`config.mk`:
```
export PLATFORM = sky130hd
export DESIGN_NAME = nmea_heading_parse_smooth
export DESIGN_NICKNAME = d
export VERILOG_FILES = /design/src/hdl/nhps_pkg.sv /design/src/hdl/nhps_parse.sv /design/src/hdl/nhps_blend.sv /design/src/hdl/nmea_heading_parse_smooth.sv
export SDC_FILE = /design/constraint.sdc
export NUM_CORES = 1
export LEC_CHECK = 0
export BUFFER_PORTS_ARGS = -buffer_cell sky130_fd_sc_hd__buf_2
export CORE_MARGIN = 1
export CORE_UTILIZATION = 50
export CTS_CLUSTER_DIAMETER = 120
export DETAILED_ROUTE_END_ITERATION = 8
export PLACE_DENSITY = 0.65
export RECOVER_POWER = 100
export SYNTH_ARGS = -nofsm -noshare
export SYNTH_HDL_FRONTEND = slang
export SYNTH_SLANG_ARGS = --single-unit
```
`constraint.sdc`:
```
create_clock -name clk_i -period 8.8 [get_ports clk_i]
set_input_delay 0.44 -clock clk_i [delete_from_list [all_inputs] [get_ports clk_i]]
set_output_delay 0.44 -clock clk_i [all_outputs]
set_load 0.02 [all_outputs]
```
`src/hdl/nhps_pkg.sv`:
```
package nhps_pkg;

  // character codes seen on the serial line
  localparam logic [7:0] CharDollar  = 8'h24;
  localparam logic [7:0] CharNewline = 8'h0A;
  localparam logic [7:0] CharSpace   = 8'h20;
  localparam logic [7:0] CharTab     = 8'h09;
  localparam logic [7:0] CharVtab    = 8'h0B;
  localparam logic [7:0] CharFfeed   = 8'h0C;
  localparam logic [7:0] CharCr      = 8'h0D;
  localparam logic [7:0] CharPlus    = 8'h2B;
  localparam logic [7:0] CharMinus   = 8'h2D;
  localparam logic [7:0] CharZero    = 8'h30;
  localparam logic [7:0] CharNine    = 8'h39;

  // heading field occupies character positions 7 to 9
  localparam logic [3:0] FieldFirst = 4'd7;
  localparam logic [3:0] FieldEnd   = 4'd10;

  // wrap limits and magnitude ceiling
  localparam logic signed [11:0] WrapFull = 12'sd360;
  localparam logic signed [11:0] WrapHalf = 12'sd180;
  localparam logic [8:0]         MagMax   = 9'd511;

  // configuration register indexes
  localparam logic CfgOldWeight = 1'b0;
  localparam logic CfgNewWeight = 1'b1;

  localparam logic [8:0] WeightReset = 9'd128;

  // wrapped heading handed from the parser to the blend pipeline
  typedef struct packed {
    logic       neg;
    logic [9:0] mag;
  } hdg_t;

endpackage

```
`src/hdl/nhps_parse.sv`:
```
module nhps_parse
  import nhps_pkg::*;
(
  input  logic       clk_i,
  input  logic       rst_ni,
  input  logic [7:0] byte_i,
  input  logic       byte_vld_i,
  output logic       byte_rdy_o,
  output hdg_t       hdg_o,
  output logic       hdg_vld_o,
  input  logic       hdg_rdy_i
);

  localparam logic [1:0] PhSkip   = 2'd0;
  localparam logic [1:0] PhDigits = 2'd1;
  localparam logic [1:0] PhDone   = 2'd2;

  logic       in_sent_q, in_sent_d;
  logic [3:0] pos_q, pos_d;
  logic [1:0] phase_q, phase_d;
  logic       neg_q, neg_d;
  logic [9:0] val_q, val_d;
  logic       hvld_q, hvld_d;
  hdg_t       hdg_q, hdg_d;

  logic             accept;
  logic             is_blank, is_digit;
  logic [3:0]       pos_n;
  logic [9:0]       digit;
  logic signed [11:0] h0, h1, h2;

  assign byte_rdy_o = !hvld_q || hdg_rdy_i;
  assign accept     = byte_vld_i && byte_rdy_o;

  assign is_blank = byte_i inside {CharSpace, CharTab, CharVtab, CharFfeed, CharCr};
  assign is_digit = (byte_i >= CharZero) && (byte_i <= CharNine);
  assign digit    = {2'b00, byte_i - CharZero};
  assign pos_n    = (pos_q < FieldEnd) ? pos_q + 4'd1 : pos_q;

  // wrap the parsed value into the heading range
  always_comb begin
    h0 = neg_q ? -$signed({2'b00, val_q}) : $signed({2'b00, val_q});
    h1 = (h0 > WrapFull) ? h0 - WrapFull : h0;
    h2 = (h1 > WrapHalf) ? h1 - WrapFull : h1;
  end

  // parser state and wrapped-heading stage
  always_comb begin
    in_sent_d = in_sent_q;
    pos_d     = pos_q;
    phase_d   = phase_q;
    neg_d     = neg_q;
    val_d     = val_q;
    hvld_d    = hvld_q && !hdg_rdy_i;
    hdg_d     = hdg_q;
    if (accept) begin
      if (byte_i == CharDollar) begin
        in_sent_d = 1'b1;
        pos_d     = '0;
        phase_d   = PhSkip;
        neg_d     = 1'b0;
        val_d     = '0;
      end else if (byte_i == CharNewline) begin
        if (in_sent_q) begin
          in_sent_d = 1'b0;
          hvld_d    = 1'b1;
          hdg_d.neg = h2 < 0;
          hdg_d.mag = (h2 < 0) ? 10'(-h2) : 10'(h2);
        end
      end else if (in_sent_q) begin
        pos_d = pos_n;
        if (pos_n >= FieldFirst && pos_n < FieldEnd) begin
          case (phase_q)
            PhSkip: begin
              if (!is_blank) begin
                if (byte_i == CharMinus || byte_i == CharPlus) begin
                  neg_d   = byte_i == CharMinus;
                  phase_d = PhDigits;
                end else if (is_digit) begin
                  val_d   = digit;
                  phase_d = PhDigits;
                end else begin
                  phase_d = PhDone;
                end
              end
            end
            PhDigits: begin
              if (is_digit) begin
                val_d = (val_q << 3) + (val_q << 1) + digit;
              end else begin
                phase_d = PhDone;
              end
            end
            default: begin
              phase_d = phase_q;
            end
          endcase
        end
      end
    end
  end

  always_ff @(posedge clk_i or negedge rst_ni) begin
    if (!rst_ni) begin
      in_sent_q <= 1'b0;
      pos_q     <= '0;
      phase_q   <= PhSkip;
      neg_q     <= 1'b0;
      val_q     <= '0;
      hvld_q    <= 1'b0;
    end else begin
      in_sent_q <= in_sent_d;
      pos_q     <= pos_d;
      phase_q   <= phase_d;
      neg_q     <= neg_d;
      val_q     <= val_d;
      hvld_q    <= hvld_d;
    end
  end

  always_ff @(posedge clk_i) begin
    hdg_q <= hdg_d;
  end

  assign hdg_o     = hdg_q;
  assign hdg_vld_o = hvld_q;

endmodule

```
`src/hdl/nhps_blend.sv`:
```
module nhps_blend
  import nhps_pkg::*;
(
  input  logic       clk_i,
  input  logic       rst_ni,
  input  logic [8:0] old_weight_i,
  input  logic [8:0] new_weight_i,
  input  hdg_t       hdg_i,
  input  logic       hdg_vld_i,
  output logic       hdg_rdy_o,
  output logic [9:0] heading_o,
  output logic       heading_vld_o,
  input  logic       heading_rdy_i
);

  logic        bvld_q, bvld_d;
  logic        bneg_q;
  logic [18:0] bprod_q;
  logic        ovld_q, ovld_d;
  logic [9:0]  odata_q;
  logic [8:0]  last_mag_q;

  logic        out_free, b_free;
  logic [17:0] prod_old;
  logic [19:0] sum;
  logic [11:0] scaled;
  logic [8:0]  mag;
  logic [9:0]  res;

  assign out_free  = !ovld_q || heading_rdy_i;
  assign b_free    = !bvld_q || out_free;
  assign hdg_rdy_o = b_free;

  // weighted sum of last and new magnitudes, saturated, sign restored
  always_comb begin
    prod_old = 18'(old_weight_i) * 18'(last_mag_q);
    sum      = 20'(prod_old) + 20'(bprod_q);
    scaled   = sum[19:8];
    mag      = (scaled > 12'(MagMax)) ? MagMax : scaled[8:0];
    res      = bneg_q ? -{1'b0, mag} : {1'b0, mag};
  end

  always_comb begin
    bvld_d = b_free ? hdg_vld_i : bvld_q;
    ovld_d = out_free ? bvld_q : ovld_q;
  end

  always_ff @(posedge clk_i or negedge rst_ni) begin
    if (!rst_ni) begin
      bvld_q     <= 1'b0;
      ovld_q     <= 1'b0;
      last_mag_q <= '0;
    end else begin
      bvld_q <= bvld_d;
      ovld_q <= ovld_d;
      if (out_free && bvld_q) begin
        last_mag_q <= mag;
      end
    end
  end

  // new-weight product stage and result register
  always_ff @(posedge clk_i) begin
    if (b_free && hdg_vld_i) begin
      bneg_q  <= hdg_i.neg;
      bprod_q <= 19'(new_weight_i) * 19'(hdg_i.mag);
    end
    if (out_free && bvld_q) begin
      odata_q <= res;
    end
  end

  assign heading_o     = odata_q;
  assign heading_vld_o = ovld_q;

endmodule

```
`src/hdl/nmea_heading_parse_smooth.sv`:
```
// channel   dir  tdata fields (low bit up)   tuser  tlast
// s_axis    in   rx_byte[7:0]                 -      -
// m_axis    out  heading_deg[9:0], pad[15:10] -      -
// cfg       in   index 0 old_weight, 1 new_weight, data[8:0]
//
// one byte is taken per cycle, with no gaps, unless a stalled heading holds
// the parser; the parser updates its state in the cycle of the transfer
// a sentence end is offered as a heading once its newline transfer has
// passed the wrap stage, loaded at the transfer edge, then the new-weight
// product stage, then old-weight sum into the result register
// a stalled result holds in its register while upstream stages keep filling
// reset clears the parser, the stored heading and both weights to 128
module nmea_heading_parse_smooth
  import nhps_pkg::*;
(
  input  logic        clk_i,
  input  logic        rst_ni,
  input  logic        s_axis_tvalid,
  output logic        s_axis_tready,
  input  logic [7:0]  s_axis_tdata,   // rx_byte[7:0]
  output logic        m_axis_tvalid,
  input  logic        m_axis_tready,
  output logic [15:0] m_axis_tdata,   // heading_deg[9:0], zeros[15:10]
  input  logic        cfg_we_i,
  input  logic        cfg_idx_i,
  input  logic [8:0]  cfg_wdata_i
);

  logic [8:0] old_weight_q, new_weight_q;
  hdg_t       hdg;
  logic       hdg_vld, hdg_rdy;
  logic [9:0] heading;

  // weight registers
  always_ff @(posedge clk_i or negedge rst_ni) begin
    if (!rst_ni) begin
      old_weight_q <= WeightReset;
      new_weight_q <= WeightReset;
    end else if (cfg_we_i) begin
      case (cfg_idx_i)
        CfgOldWeight: old_weight_q <= cfg_wdata_i;
        CfgNewWeight: new_weight_q <= cfg_wdata_i;
        default:      old_weight_q <= old_weight_q;
      endcase
    end
  end

  nhps_parse u_parse (
    .clk_i      (clk_i),
    .rst_ni     (rst_ni),
    .byte_i     (s_axis_tdata),
    .byte_vld_i (s_axis_tvalid),
    .byte_rdy_o (s_axis_tready),
    .hdg_o      (hdg),
    .hdg_vld_o  (hdg_vld),
    .hdg_rdy_i  (hdg_rdy)
  );

  nhps_blend u_blend (
    .clk_i         (clk_i),
    .rst_ni        (rst_ni),
    .old_weight_i  (old_weight_q),
    .new_weight_i  (new_weight_q),
    .hdg_i         (hdg),
    .hdg_vld_i     (hdg_vld),
    .hdg_rdy_o     (hdg_rdy),
    .heading_o     (heading),
    .heading_vld_o (m_axis_tvalid),
    .heading_rdy_i (m_axis_tready)
  );

  assign m_axis_tdata = {6'b000000, heading};

endmodule

```
# After elaboration in Yosys (flattened, before gate mapping)

Index checks and enable logic that the tools add are counted.

Register bits after elaboration: 89
Latch bits: 0
RAM bits: 0
Bits in read-only memories: 0
Input port bits: 23
Memories: 0

$add $sub $neg: 10
Multipliers: 2
Div/mod/pow operators: 0
Order comparisons: 9
Equal/unequal tests: 17
Shift-type cells: 0
Mux-type cells: 41
Bitwise gates (word level): 2
Reductions and logical operators: 30

Operators by type and width:

| kind                     | count |
|---|---|
| $mux W10                 | 9 |
| $eq A8 B4 Y1 const B     | 5 |
| $mux W12                 | 3 |
| $eq A8 B6 Y1 const B     | 4 |
| $gt A12 B9 Y1 const B    | 2 |
| $sub A12 B10 Y12 const B | 2 |
| $add A18 B19 Y20         | 1 |
| $pmux W10 S2             | 1 |
| $mul A9 B10 Y19          | 1 |
| $mul A9 B9 Y18           | 1 |
| $mux W9                  | 2 |
| $mux W2                  | 8 |
| $mux W4                  | 4 |
| $reduce_and A7 Y1        | 2 |
| $mux W1                  | 13 |
| $gt A12 B10 Y1 const B   | 1 |
| $lt A12 B1 Y1 const B    | 1 |
| $neg A10 Y12             | 1 |
| $add A10 B10 Y10         | 1 |
| $add A10 B8 Y10          | 1 |
| $neg A10 Y10             | 1 |
| $neg A9 Y10              | 1 |
| $reduce_bool A2 Y1       | 5 |
| $reduce_and A9 Y1        | 1 |
| other kinds (23)         | 40 |

# Depth between registers and ports, before layout

Gate-level depths: netlist of run 1.

Word-level depth: 10
Mapped depth: 29

# By module

A second synthesis of run 1 with hierarchy kept.

Cell total of the unflattened synthesis: 1293
Area total of the unflattened synthesis: 12036.5 sq um

By module, submodules not included:

| module                    | times used | cells an instance | area each (sq um) |
|---|---|---|---|
| nhps_blend                | 1          | 824               | 7733.7 |
| nhps_parse                | 1          | 423               | 3567.2 |
| nmea_heading_parse_smooth | 1          | 46                | 735.7 |

# Worst setup path after synthesis of run 1

OpenSTA, ideal clock, no wires.

Kind: register to register
Start: reg old_weight_q[1]
End: reg u_blend.odata_q[8], in the netlist u_blend.heading_o[8], data pin
Library setup time: 0.271 ns
Arrival: 6.483 ns
Required time: 8.529 ns
Setup slack: 2.047 ns
Cell stages (with the launch flop): 27
Path through: dfrtp_1 clkbuf_1 and2_1 fa_1 fa_1 fa_1 fa_1 inv_1 fa_1 inv_1 ha_1 a21o_1 a21oi_1 o21bai_1 a21oi_1 o31ai_1 a211oi_1 a21oi_1 mux2i_1 nand2_1 nor2_1 ha_1 nand2b_1 or4_1 o31a_1 mux2i_1 o22ai_1

Word-level cells in the longest chain between the ends: 6

RTL lines:

| element                | line                            | RTL |
|---|---|---|
| from (decl)            | nmea_heading_parse_smooth.sv:29 | `logic [8:0] old_weight_q, new_weight_q;` |
| from (signal assigned) | nmea_heading_parse_smooth.sv:37 | `old_weight_q <= WeightReset;` |
| from (signal assigned) | nmea_heading_parse_smooth.sv:41 | `CfgOldWeight: old_weight_q <= cfg_wdata_i;` |
| from (signal assigned) | nmea_heading_parse_smooth.sv:43 | `default: old_weight_q <= old_weight_q;` |
| $mul A9 B9 Y18 (*)     | nhps_blend.sv:36                | `prod_old = 18'(old_weight_i) * 18'(last_mag_q);` |
| $add A18 B19 Y20 (*)   | nhps_blend.sv:37                | `sum = 20'(prod_old) + 20'(bprod_q);` |
| $gt A12 B9 Y1          | nhps_blend.sv:39                | `mag = (scaled > 12'(MagMax)) ? MagMax : scaled[8:0];` |
| $mux W9 (*)            | nhps_blend.sv:39                |  |
| $neg A9 Y10            | nhps_blend.sv:40                | `res = bneg_q ? -{1'b0, mag} : {1'b0, mag};` |
| $mux W9 (*)            | nhps_blend.sv:40                |  |
| net u_blend.res[8]     | nhps_blend.sv:28                | `logic [9:0] res;` |
| to (signal assigned)   | nhps_blend.sv:69                | `odata_q <= res;` |
| to (decl)              | nhps_blend.sv:20                | `logic [9:0] odata_q;` |

Mark *: on every way through the listed nets, which the timed path passes. The rest lies on a longest branch.
A chain may end at the register's enable or synchronous reset.

# Final worst setup path of run 1

Start: reg old_weight_q[2]
End: reg u_blend.odata_q[8], in the netlist u_blend.heading_o[8], data pin

Same word-level chain as after synthesis.

==> key figures, run 1 <==
Routing
  – Vias after detailed routing: around 8.4k
  – Drt drc: 0
  – WL final: 23,680 µm
  – Antenna viol nets, final: 0
  – Routed len/inst: 15.36 µm
  – Vias per cell: around 5.4
  – First-pass DRT Iterations: 5
  – DR iter-0 viols: 427

Floorplan
  – Die H: roughly 150 µm
  – CORE AREA: 22,570 µm²
  – Rows: 55
  – Die X: ~150 µm
  – Die ar.: 23,610 µm²
  – Initial core utilization: 0.5094
  – Boundary Pins: 41

Clock network
  – CTS tree: done
  – Post-CTS Setup Inserts: 0
  – CTS clk-pin slew, worst paths: ~70 ps
  – Root Buffer: clkbuf_16
  – CTS max path bufs: 2
  – H-tree depth: 3
  – Post_cts resized: 0
  – Clk_lat worst skew: 350 ps
  – CTS Sinks: between 80 and 90
  – # hold bufs at CTS: 0
  – Inserted Clock Buffers: 9

GRT
  – Vias in the first global route: 8,401
  – Largest net degree at the start of global routing: 49
  – Initial antenna violation count: 0
  – GRT Util Overall: 0.2161
  – Grt ovf: 0
  – First-pass GRT wire length: 40,900 µm

Outcome
  – Outcome: finished with violations
  – Failing checks: max-capacitance violations, max-slew violations

STA
  – Final min period: 7832 ps
  – Pins Over Slew Limit: between 40 and 50
  – Maximum clock rate: about 0.13 GHz
  – Final setup violation count: 0
  – Fin worst setup slack: 968.2 ps
  – Setup TNS: 0 ps
  – Slew margin rel.: -0.7681
  – Slew @ Worst Pin: 2652 ps
  – Skew final: 10.43 ps
  – Final hold slack: 374.3 ps
  – Crit share post-route: 0.8900
  – Unrepaired setup endpoints after global routing: no
  – Final Hold Viols: 0

Logic synthesis
  – FFs w/ async S/R, synth: 0.5393
  – Most area-consuming cells after synthesis: fa_1 (22%), ha_1 (12%), edfxtp_1 (11%)
  – Compound-gate portion of the synthesized area: 0.1135
  – Sequential share of the synthesized area: 0.2118
  – Primary FF master, synth: dfrtp_1
  – Post-Synthesis Cells: 1,257
  – Synth warnings: 0
  – Number of distinct library cells after synthesis: between 70 and 80
  – Top cell type's share of synthesized area: 0.2194
  – Average cell area after synthesis: approximately 9 µm²
  – Largest family of logic cells by synthesized area: adder cells
  – Post-Syn Area: 11,500 µm²
  – Post-Synth Simple-Gate Area: 0.1715
  – XOR/XNOR Fraction of Synth Area: 0.04559
  – Post-synthesis mux area share: 0.03330
  – Yosys reg bits: just under 90
  – Synth Area in Adders: 0.3347
  – Synth area leader: fa_1
  – Post-synth EDFFs: between 40 and 50

Final layout
  – Fill count: 2,116
  – Share of cells above drive strength 1: 0.06046
  – Multi-input gate area: around 8000 µm²
  – Most frequent cells in the layout: inv_1 (205), nand2_1 (138), fa_1 (126)
  – Final #Nets: 1,507
  – Area delta synth->final: 5.136%
  – Commonest non-fill, non-tap cell in the layout: inv_1
  – Register area: around 2400 µm²
  – ANT cells: 0
  – Non-Filler Instances: 1,542
  – Final core occ: 0.5356

Setup path
  – Worst path arrival time: between 7000 and 8000 ps
  – CP Max Fanout: 16
  – Worst EP required: 8890 ps
  – CP startpoint kind: flop
  – R2R depth: 23
  – CP endpoint kind: flop
  – Crit path kind: flop to flop

Power
  – Pleak: 6.039 nW
  – PwrDens: ~88 nW/µm²
  – Max IR drop VDD: between 0.0001 and 0.00015 V

Hold path
  – Worst Hold Class: input pin to flop
  – Worst Hold Path Cells: 2

Place
  – Routability cong.: 0.8998
  – Place WS: roughly 1100 ps
  – Final HPWL DP: about 19,000 µm
  – Dpl cells: 1,526
  – PortBufs: 34

Job
  – Max-cap violation count: 1
==> per-layer routing <==
layer,global-route usage,wire [µm]
met1,0.2874,11110
met2,0.3779,11620
met3,0.02537,620
met4,0.04714,333
met5,0,0
==> kinds of logic after synthesis <==
| group | Yosys count |
|---|---|
| other | 1 |
| multiplexers | 35 |
| XOR/XNOR | 59 |
| AO/OA/AOI/OAI | 188 |
| buffers and inverters | 263 |
| adder cells (fa/ha/maj) | 232 |
| flip-flops | 89 |
| AND/OR/NAND/NOR | 390 |
==> stage by stage <==
stage          total power [W]  instance area (µm²)
3_5_place_dp         0.0006545                11810
6_report              0.001062                12090
4_1_cts               0.001072                12130
5_1_grt               0.001113                12090
2_1_floorplan        0.0006089                11520
3_3_place_gp         0.0006493                11810
==> synth_stat cells, types with 5 or more instances <==
cell / count
a211o_1: 5
a211oi_1: 6
a21boi_0: 6
a21o_1: 11
a21oi_1: 47
a31oi_1: 6
and2_1: 98
and3_1: 5
buf_2: 8
buf_4: 6
clkbuf_1: 42
dfrtp_1: 46
edfxtp_1: 41
fa_1: 126
ha_1: 106
inv_1: 205
mux2_2: 23
mux2i_1: 11
nand2_1: 138
nand2b_1: 15
nand3_1: 9
nand4_1: 6
nor2_1: 59
nor2b_1: 12
nor3_1: 15
nor4_1: 5
o21a_1: 6
o21ai_0: 31
o22ai_1: 7
o31ai_1: 15
xnor2_1: 40
xor2_1: 18
==> sequential cells by signal, indices dropped and copies added (netlist names) <==
signal / cells
u_blend.bneg_q: 1
u_blend.bvld_q: 1
u_parse.pos_q: 4
u_blend.last_mag_q: 9
u_parse.hdg_vld_o: 1
u_parse.hdg_o: 11
u_blend.heading_o: 10
u_parse.phase_q: 2
u_parse.neg_q: 1
u_blend.bprod_q: 19
u_parse.val_q: 10
new_weight_q: 9
u_blend.heading_vld_o: 1
u_parse.in_sent_q: 1
old_weight_q: 9
==> path summary, 6_finish.rpt <==
path / startpoint / to / slack, ps
min in group asynchronous: rst_ni / u_blend.last_mag_q[0] / 1010
hold / removal: cfg_wdata_i[8] / new_weight_q[8] / 370
setup / recovery: old_weight_q[2] / u_blend.heading_o[8] / 970
hold reg to reg: u_parse.hdg_o[10] / u_blend.bneg_q / 460
max in group asynchronous: rst_ni / new_weight_q[1] / 6280
setup reg to reg: old_weight_q[2] / u_blend.heading_o[8] / 970
==> layout make-up <==
type	count	area share
repair buffers	37	0.01356
clock buffers	10	0.02070
inverters	205	0.06365
flip-flops and latches	89	0.2014
clock inverters	6	0.006003
well taps	285	0.02950
multi-input cells	910	0.6652
==> critical path, stage by stage (launching register included) <==
cell and delay (ps):
dfrtp_1 490, and2_0 240, fa_1 510, fa_1 520, fa_1 530, fa_1 550, inv_1 50, fa_1 490
inv_1 40, ha_1 360, and2_0 250, nand3_1 100, o31ai_1 750, a211oi_1 270, a21oi_1 250, mux2i_1 250
nand2_1 340, nor2_1 340, ha_1 220, nand2b_1 80, or4_1 490, o31a_1 270, mux2i_1 120, o22ai_1 90
==> report_power, final <==
group	switching [W]	internal, W	total (W)
clock	0.000176	0.000241	0.000417
combinational	0.0000734	0.0000609	0.000134
sequential	0.0000555	0.000455	0.000511
total	0.000305	0.000757	0.00106
Note: power is estimated with default switching activity, not from simulation.
==> run 2: changes to the inputs <==
--- a/config.mk
+++ b/config.mk
@@ -5,6 +5,7 @@
 export SDC_FILE = /design/constraint.sdc
 export NUM_CORES = 1
 export LEC_CHECK = 0
+export ABC_AREA = 1
 export BUFFER_PORTS_ARGS = -buffer_cell sky130_fd_sc_hd__buf_2
 export CORE_MARGIN = 1
 export CORE_UTILIZATION = 50
==> run 2 against run 1 <==
  * Routed wire length increased by 2.7%
  * Largest power group is now combinational cells
  * Largest cell class unchanged
  * Die area fell by 0.60%
  * Synthesized cell count grew 17%
  * Critical path depth up 6
  * Flip-flop and latch count is the same
  * The flow still finishes with violations (max-capacitance violations, max-slew violations)
  * Synthesized area fell by 0.61%
  * Critical endpoint unchanged
  * Final area decreased by 0.75%
  * First-iteration DRC count down 5.4%
  * Via count rose by 5.7%
  * Utilization rose by 0.75 points
==> key figures, run 2 <==
Clock network
  – CTS tree: done
  – Root Buffer: clkbuf_16
  – CTS clk-pin slew, worst paths: 80 ps (about the same)
  – Post-CTS Setup Inserts: 0 (unchanged)
  – H-tree depth: 3 (unchanged)
  – Inserted Clock Buffers: 9 (unchanged)
  – CTS Sinks: 89 (unchanged)
  – # hold bufs at CTS: 0 (unchanged)
  – Clk_lat worst skew: 360 ps (about the same)
  – Post_cts resized: 0 (unchanged)
  – CTS max path bufs: 2 (unchanged)

Routing
  – WL final: 24,330 µm (+2.7%)
  – Antenna viol nets, final: 0 (unchanged)
  – Drt drc: 0 (unchanged)
  – DR iter-0 viols: 404 (-5.4%)
  – Vias per cell: 5.047 (-6.9%)
  – Routed len/inst: 13.89 µm (-9.5%)
  – First-pass DRT Iterations: 5 (unchanged)
  – Vias after detailed routing: 8,838 (+5.7%)

Setup path
  – Worst path arrival time: 6630 ps (-1290 ps)
  – Crit path kind: flop to flop
  – Critical-path top delay cell: dfrtp_1
  – CP startpoint kind: flop
  – CP Max Fanout: 10 (-6)
  – Worst EP required: 8920 ps (+30 ps)
  – CP endpoint kind: flop
  – CP peak stage delay: 580 ps (-170 ps)

Power
  – Max IR drop VDD: 0.0001691 V (+49%)
  – PwrDens: 197.2 nW/µm² (+120%)
  – Pleak: 6.952 nW (+15%)

Logic synthesis
  – Top cell type's share of synthesized area: 0.2207 (+0.001345)
  – Average cell area after synthesis: 7.801 µm² (-15%)
  – Most area-consuming cells after synthesis: fa_1 (22%), inv_1 (12%), ha_1 (12%)
  – Synth area leader: fa_1
  – Count leader, synth: inv_1
  – Commonest cells in the synthesized netlist: inv_1 (360), nand2_1 (353), fa_1 (126), ha_1 (106), o21ai_0 (70)
  – Post-Synthesis Cells: 1,465 (+17%)
  – Sequential share of the synthesized area: 0.2131 (+0.001298)
  – FFs w/ async S/R, synth: 0.5393 (unchanged)
  – Number of distinct library cells after synthesis: 46 (-41%)
  – Primary FF master, synth: dfrtp_1
  – Post-synth EDFFs: 41 (unchanged)
  – Post-Syn Area: 11,430 µm² (-0.61%)
  – Yosys reg bits: 89 (unchanged)
  – Synth warnings: 0 (unchanged)

Place
  – PortBufs: 34 (unchanged)
  – Routability cong.: 0.8786 (-2.4%)
  – Placed Instance Area: 11,740 µm² (-0.59%)
  – Final HPWL DP: 20,310 µm (+8.2%)

GRT
  – First-pass GRT wire length: 43,260 µm (+5.8%)
  – Vias in the first global route: 9,312 (+11%)
  – Largest net degree at the start of global routing: 49 (unchanged)
  – Initial antenna violation count: 0 (unchanged)
  – GRT Util Overall: 0.2294 (+0.01331)
  – Grt ovf: 0 (unchanged)

STA
  – Unrepaired setup endpoints after global routing: no
  – Crit share post-route: 0.7393 (-0.1507)
  – Maximum clock rate: 0.1537 GHz (+20%)
  – Final setup violation count: 0 (unchanged)
  – Final Hold Viols: 0 (unchanged)
  – Setup TNS: 0 ps (unchanged)
  – Pins Over Slew Limit: 49 (unchanged)
  – Slew @ Worst Pin: 2811 ps (+159.0 ps)
  – Slew margin rel.: -0.8741 (-0.1060)
  – Final min period: 6506 ps (-1326 ps)
  – Skew final: 11.61 ps (+1.176 ps)

Floorplan
  – Die ar.: 23,470 µm² (-0.60%)
  – CORE AREA: 22,090 µm² (-2.1%)
  – Rows: 54 (-1.8%)
  – Die H: 153.2 µm (-0.30%)
  – Die X: 153.2 µm (-0.30%)
  – Boundary Pins: 41 (unchanged)
  – Initial core utilization: 0.5173 (+0.007849)

Final layout
  – Share of cells above drive strength 1: 0.05846 (-0.001998)
  – Final #Nets: 1,721 (+14%)
  – Multi-input gate area: 7342 µm² (-8.7%)
  – Most frequent cells in the layout: inv_1 (361), nand2_1 (354), fa_1 (126)
  – Area delta synth->final: 4.992%
  – Fin area: 12,000 µm² (-0.75%)
  – Register area: 2435 µm² (unchanged)
  – Fill count: 2,144 (+1.3%)
  – ANT cells: 0 (unchanged)
  – Largest register by flop count: u_blend.bprod_q
  – Max reg flops: 19 (unchanged)
  – Commonest non-fill, non-tap cell in the layout: inv_1

Job
  – Max-cap violation count: 1 (unchanged)

Outcome
  – Outcome: finished with violations
  – Failing checks: max-capacitance violations, max-slew violations

Hold path
  – Worst Hold Class: input pin to flop
run 2: cell count changes after synthesis, sizes merged, moves of 15 or more:
cell    previous run  this run
nand3             10        53
nand2            138       374
o21ai             36        75
xnor2             41        11
xor2              18        36
nand2b            15         0
and2              98         1
mux2              23         0
inv              205       374
run 2: area by class of cell:
| cell class | count | area share |
|---|---|---|
| clock buffers | 9 | 0.01877 |
| clock inverters | 7 | 0.006778 |
| inverters | 374 | 0.1170 |
| multi-input cells | 956 | 0.6119 |
| flip-flops and latches | 89 | 0.2029 |
| well taps | 280 | 0.02920 |
| repair buffers | 36 | 0.01345 |
run 2: metrics by stage:
stage	setup WS, ps	instances	power (W)	utilization	hold slack [ps]
global placement	2400	1735	0.001939	0.5313	458.3
floorplan	2723	1470	0.001720	-	144.4
finish	2294	1751	0.002366	0.5431	356.9
global route	1717	1751	0.002629	0.5431	376.6
CTS	2315	1751	0.002401	0.5452	210.8
detailed placement	2341	1735	0.001984	0.5313	471.3
run 2: where the power goes:
part	internal [W]	switching, W
combinational	0.000597	0.000760
clock	0.000203	0.000200
sequential	0.000559	0.0000479
total	0.00136	0.00101
run 2: kinds of logic after synthesis:
group                      Yosys count  synth area share
buffers and inverters              425            0.1442
AOI/OAI and AO/OA                  154           0.07631
and+or+nand+nor                    517            0.1933
DFF                                 89            0.2130
other                                1         0.0003281
adders and majority gates          232            0.3368
xor gates and xnor gates            47           0.03602
run 2: critical path: cells and delay by family (launching register included):
family / cells / cell delay [ps]
xor+xnor: 2 / 280
flops: 1 / 580
simple gates: 10 / 960
fa+ha+maj: 7 / 3110
buf+inv: 5 / 330
compound gates: 5 / 1000
run 2: layer usage:
metal	part of all wire	GRT usage	up-vias
met5	0	0	-
met3	0.027	0.02580	24
met1	0.43	0.2739	4292
met4	0.018	0.06445	0
met2	0.53	0.4318	117
li1	-	-	4405
run 2: final timing paths:
path | from | end | slack (ps) | cells after the start
max in group asynchronous | rst_ni | u_blend.last_mag_q[6] | 6110 | 2
min in group asynchronous | rst_ni | u_parse.val_q[5] | 1070 | 2
setup reg to reg | u_blend.last_mag_q[7] | u_blend.heading_o[8] | 2290 | 29
setup / recovery | u_blend.last_mag_q[7] | u_blend.heading_o[8] | 2290 | 29
hold / removal | m_axis_tready | u_blend.heading_vld_o | 360 | 4
hold reg to reg | u_blend.bvld_q | u_blend.heading_vld_o | 480 | 2
